**config.mk**
```make
export PLATFORM = sky130hd
export DESIGN_NAME = sgm_ctrl
export DESIGN_NICKNAME = d
export VERILOG_FILES = /design/src/sv/sgm_pkg.sv /design/src/sv/sgm_ctrl.sv
export SDC_FILE = /design/constraint.sdc
export NUM_CORES = 1
export LEC_CHECK = 0
export ABC_AREA = 1
export CAP_MARGIN = 15
export CELL_PAD_IN_SITES_DETAIL_PLACEMENT = 0
export CELL_PAD_IN_SITES_GLOBAL_PLACEMENT = 1
export CORE_AREA = 4 4 41 43
export CTS_CLUSTER_DIAMETER = 150
export DETAILED_ROUTE_END_ITERATION = 12
export DIE_AREA = 0 0 45 47
export DONT_BUFFER_PORTS = 1
export PLACE_DENSITY_LB_ADDON = 0.3
export SLEW_MARGIN = 0
export SYNTH_ARGS = -nofsm -noshare
export SYNTH_HDL_FRONTEND = slang
export SYNTH_SLANG_ARGS = --single-unit
export TNS_END_PERCENT = 1
```
**constraint.sdc**
```tcl
create_clock -name clk -period 1.4 [get_ports clk]
set_input_delay 0.14 -clock clk [delete_from_list [all_inputs] [get_ports clk]]
set_output_delay 0.14 -clock clk [all_outputs]
set_load 0.005 [all_outputs]
```
**src/sv/sgm_pkg.sv**
```systemverilog
package sgm_pkg;

	localparam int DEF_MAX_WIDTH  = 1024;
	localparam int DEF_MAX_HEIGHT = 4096;

	localparam int CFG_DW = 13;

	localparam logic [1:0] REG_KERNEL_MODE  = 2'd0;
	localparam logic [1:0] REG_FRAME_WIDTH  = 2'd1;
	localparam logic [1:0] REG_FRAME_HEIGHT = 2'd2;

	localparam logic [1:0] MODE_SOBEL   = 2'd0;
	localparam logic [1:0] MODE_FELDMAN = 2'd1;
	localparam logic [1:0] MODE_SCHARR  = 2'd2;
	localparam logic [1:0] MODE_ZERO    = 2'd3;

	localparam logic [1:0]  RESET_MODE   = MODE_SOBEL;
	localparam logic [10:0] RESET_WIDTH  = 11'd512;
	localparam logic [12:0] RESET_HEIGHT = 13'd512;

	typedef struct packed {
		logic [7:0] pixel;
		logic       drain;
	} in_item_t;

	typedef struct packed {
		logic [7:0] magnitude;
		logic       last;
	} out_item_t;

	typedef struct packed {
		logic [7:0] side;
		logic [7:0] center;
	} weights_t;

	typedef enum logic [4:0] {
		ST_IDLE   = 5'b00001,
		ST_LOAD   = 5'b00010,
		ST_SQUARE = 5'b00100,
		ST_ROOT   = 5'b01000,
		ST_OUT    = 5'b10000
	} state_t;

	typedef struct packed {
		logic take;
		logic load;
		logic square;
		logic root_step;
		logic emit;
	} cmd_t;

	typedef struct packed {
		logic produce;
		logic root_done;
	} sts_t;

	function automatic weights_t kernel_weights(input logic [1:0] mode);
		weights_t w;
		unique case (mode)
			MODE_SOBEL: begin
				w.side = 8'd1;
				w.center = 8'd2;
			end
			MODE_FELDMAN: begin
				w.side = 8'd3;
				w.center = 8'd10;
			end
			MODE_SCHARR: begin
				w.side = 8'd47;
				w.center = 8'd162;
			end
			default: begin
				w.side = 8'd0;
				w.center = 8'd0;
			end
		endcase
		return w;
	endfunction

endpackage

```
**src/sv/sgm_ctrl.sv**
```systemverilog
module sgm_ctrl (
	input  logic          clk,
	input  logic          arst_n,
	input  logic          in_valid,
	output logic          in_stall,
	output logic          out_valid,
	input  logic          out_stall,
	output sgm_pkg::cmd_t cmd,
	input  sgm_pkg::sts_t sts
);
	import sgm_pkg::*;

	state_t state_q, state_n;

	always_comb begin
		state_n = state_q;
		cmd = '0;
		unique case (state_q)
			ST_IDLE: begin
				if (in_valid) begin
					cmd.take = 1'b1;
					state_n = ST_LOAD;
				end
			end
			ST_LOAD: begin
				cmd.load = 1'b1;
				state_n = sts.produce ? ST_SQUARE : ST_IDLE;
			end
			ST_SQUARE: begin
				cmd.square = 1'b1;
				state_n = ST_ROOT;
			end
			ST_ROOT: begin
				cmd.root_step = 1'b1;
				if (sts.root_done) state_n = ST_OUT;
			end
			ST_OUT: begin
				if (!out_stall) begin
					cmd.emit = 1'b1;
					state_n = ST_IDLE;
				end
			end
			default: state_n = ST_IDLE;
		endcase
	end

	assign in_stall  = (state_q != ST_IDLE);
	assign out_valid = (state_q == ST_OUT);

	always_ff @(posedge clk or negedge arst_n) begin
		if (!arst_n) begin
			state_q <= ST_IDLE;
		end else begin
			state_q <= state_n;
		end
	end
endmodule

```
==> metrics.md <==
| Metric | Value |
|---|---|
| Status | complete, no violations |
| Crit Path Max Fanout | 4 |
| Hold_ws | 0.0396 ns |
| DRC violations left | 0 |
| CTS Buf Count | 3 |
| NumNets Final | 62 |
| Share of cells above drive strength 1 | 0.273 |
| WL met1 | 282 um |
| Synth cell types | 13 |
| Antenna-violating nets left | 0 |
| Clock latency on the worst-skew pair | 0.24 ns |
| CTS tree | built |
| CP top delay family | simple AND/OR/NAND/NOR gates |
| Synthesized instance count | 49 |
| Layout Skew | 0.00362 ns |
| Vias per inst | 4.27 |
| Max FFs per register | 5 |
| Cell Pwr Density | 1700 nW/um^2 |
| Fin. Hold Viols | 0 |
| Number of diodes | 0 |
| Total gr overflow | 0 |
| Largest net degree at the start of global routing | 6 |
| Setup ws final | 0.0803 ns |
| Total power | between 600 and 700 uW |
| Least-Margin Pin Slew | 0.362 ns |
| Avg Cell Area, Syn | 6.59 um^2 |
| Worst-path clk slew | 0.04 ns |
| Fin area | slightly below 400 um^2 |
| Antenna violations before repair | 0 |
| Slowest cell on crit path | dfrtp_1 |
| First-pass GRT wire length | roughly 1.1 mm |
| Critical-path cell list | inv_1 > nand2_1 > nor2_4 > nand2_1 > nor2_2 |
| H-tree levels | 1 |
| Pleak | 0.223 nW |
| Crit start category | flop |
| Core region area | 1300 um^2 |
| IO buf count | 0 |
| I/O pin count | 13 |
| Root buf cell | clkbuf_4 |
| VDD IR max | 0.000613 V |
| Synthesized area | 323 um^2 |
| Die ar. | between 2000 and 2500 um^2 |
| Die X | 45 um |
| Final period util | 0.943 |
| Syn Nets | 55 |
| Clock sinks | 5 |
| Buf/Inv on CP | 1 |
| Buffer depth of the longest clock path | 2 |
| Drt wl/cell | 9.84 um |
| Max-Cap Viols | 0 |
| Max Clk Rate | 0.758 GHz |
| WP data arrival | 1.18 ns |
| FF+latch count, synth | 5 |
| Post-Place Setup Slack | 0.240 ns |
| Largest Register | state_q |
| WP data required | 1.26 ns |
| Largest regs | state_q: 5 flops |
| Met3 routed WL | 47 um |
| Routed via count | 299 |
| Chip height | 47 um |
| Placer Congestion | 0.665 |
| Final setup fails | 0 |
| Critical path's largest stage delay | 0.38 ns |
| Final wirelength | 689 um |
| GRT Total Usage | 0.0745 |
| Endpoint class of the critical path | output port |
| Final TNS setup | 0 ns |
| Final-report max-slew violation count | 0 |
| Initial DRC count | 3 |
| TritonRoute pass-1 iters | 2 |
| Normalized max-slew margin | 0.757 |
| Vias in the first global route | 287 |
| Row Count | 13 |
| Area added between synthesis and finish | 22.5% |
| Most frequent cell on the critical path | nand2_1 |
| Top Metal Used | met4 |
| Hold crit path type | input pin to flop |
| Ys Warns | 0 |
| Commonest non-fill, non-tap cell in the layout | nand2_1 |
| Period minus WS final | 1.32 ns |
| Post-DP HPWL | approximately 600 um |
| Met2 WL | 352 um |
| Initial Util | 0.248 |
| Commonest non-fill, non-tap cells in the layout | nand2_1, inv_1, nor2_1 |
| Placed instance area | 342 um^2 |
| Sequential fraction of the synthesis area | 0.391 |
| Crit path kind | flop to output port |
[power by group]
group / switching [mW] / internal (mW)
Sequential: 0.0294 / 0.191
Combinational: 0.195 / 0.0971
Clock: 0.0536 / 0.107
Total: 0.278 / 0.395
[synth_stat cells]
master / number / share of area
nand2_1: 11 / 0.13
nand3_1: 1 / 0.015
o21ai_1: 3 / 0.046
inv_1: 7 / 0.081
inv_2: 3 / 0.035
nor4_1: 1 / 0.019
nand4_1: 2 / 0.039
nor3_1: 1 / 0.015
dfstp_2: 1 / 0.081
dfrtp_1: 4 / 0.31
nor2_2: 5 / 0.097
nor2_1: 8 / 0.093
nand2_2: 2 / 0.039
[metal layers]
| metal | global-route usage | vias to the layer above |
|---|---|---|
| met3 | 0.0268 | 2 |
| met1 | 0.0759 | 128 |
| li1 | - | 162 |
| met2 | 0.119 | 7 |
| met5 | 0 | - |
| met4 | 0.0702 | 0 |
[worst paths after layout]
kind / startpoint / endpoint / slack [ns] / cells past startpoint
hold reg to reg: state_q[3]$_DFFE_PN0P_ / state_q[3]$_DFFE_PN0P_ / 0.59 / 3
setup reg to reg: state_q[0]$_DFFE_PN1P_ / state_q[4]$_DFFE_PN0P_ / 0.24 / 7
setup / recovery: state_q[2]$_DFFE_PN0P_ / cmd[4] / 0.08 / 5
min in group asynchronous: arst_n / state_q[4]$_DFFE_PN0P_ / 0.20 / 1
max in group asynchronous: arst_n / state_q[0]$_DFFE_PN1P_ / 0.94 / 1
hold / removal: sts[1] / state_q[2]$_DFFE_PN0P_ / 0.04 / 2
[worst register-to-register path, cell delays in order, from the launching register on]
cell and delay, ns:
dfstp_2 0.54, inv_2 0.04, nor2_2 0.11, nand4_1 0.13, nand2_1 0.10, nor2_2 0.04
nand2_1 0.05, nand2_1 0.04
[layout make-up]
cell class / instances / area [um^2]
Fill cell: 154 / 906
Multi-Input combinational cell: 34 / 166
Sequential cell: 5 / 126
Inverter: 10 / 37.5
Clock buffer: 4 / 26.3
Timing Repair Buffer: 2 / 20.0
Tap cell: 15 / 18.8
[stage by stage]
step | utilization | std cells
detailed placement | 0.263 | 64
global placement | 0.263 | 64
floorplan | - | 49
CTS | 0.298 | 70
finish | 0.304 | 70
global route | 0.304 | 70
[logic make-up after synthesis]
| family | share of synthesized area |
|---|---|
| DFF | 0.392 |
| AOI/OAI and AO/OA | 0.0465 |
| buffers and inverters | 0.116 |
| and+or+nand+nor | 0.446 |
[timing repair]
item | CTS | global route
setup endpoints to repair | 0 | 1
resized for setup | 0 | 2
endpoints found under the hold margin | 6 | 0
setup buffers | 0 | 0
hold buffers | 2 | 0
Note: power is estimated with default switching activity, not from simulation.
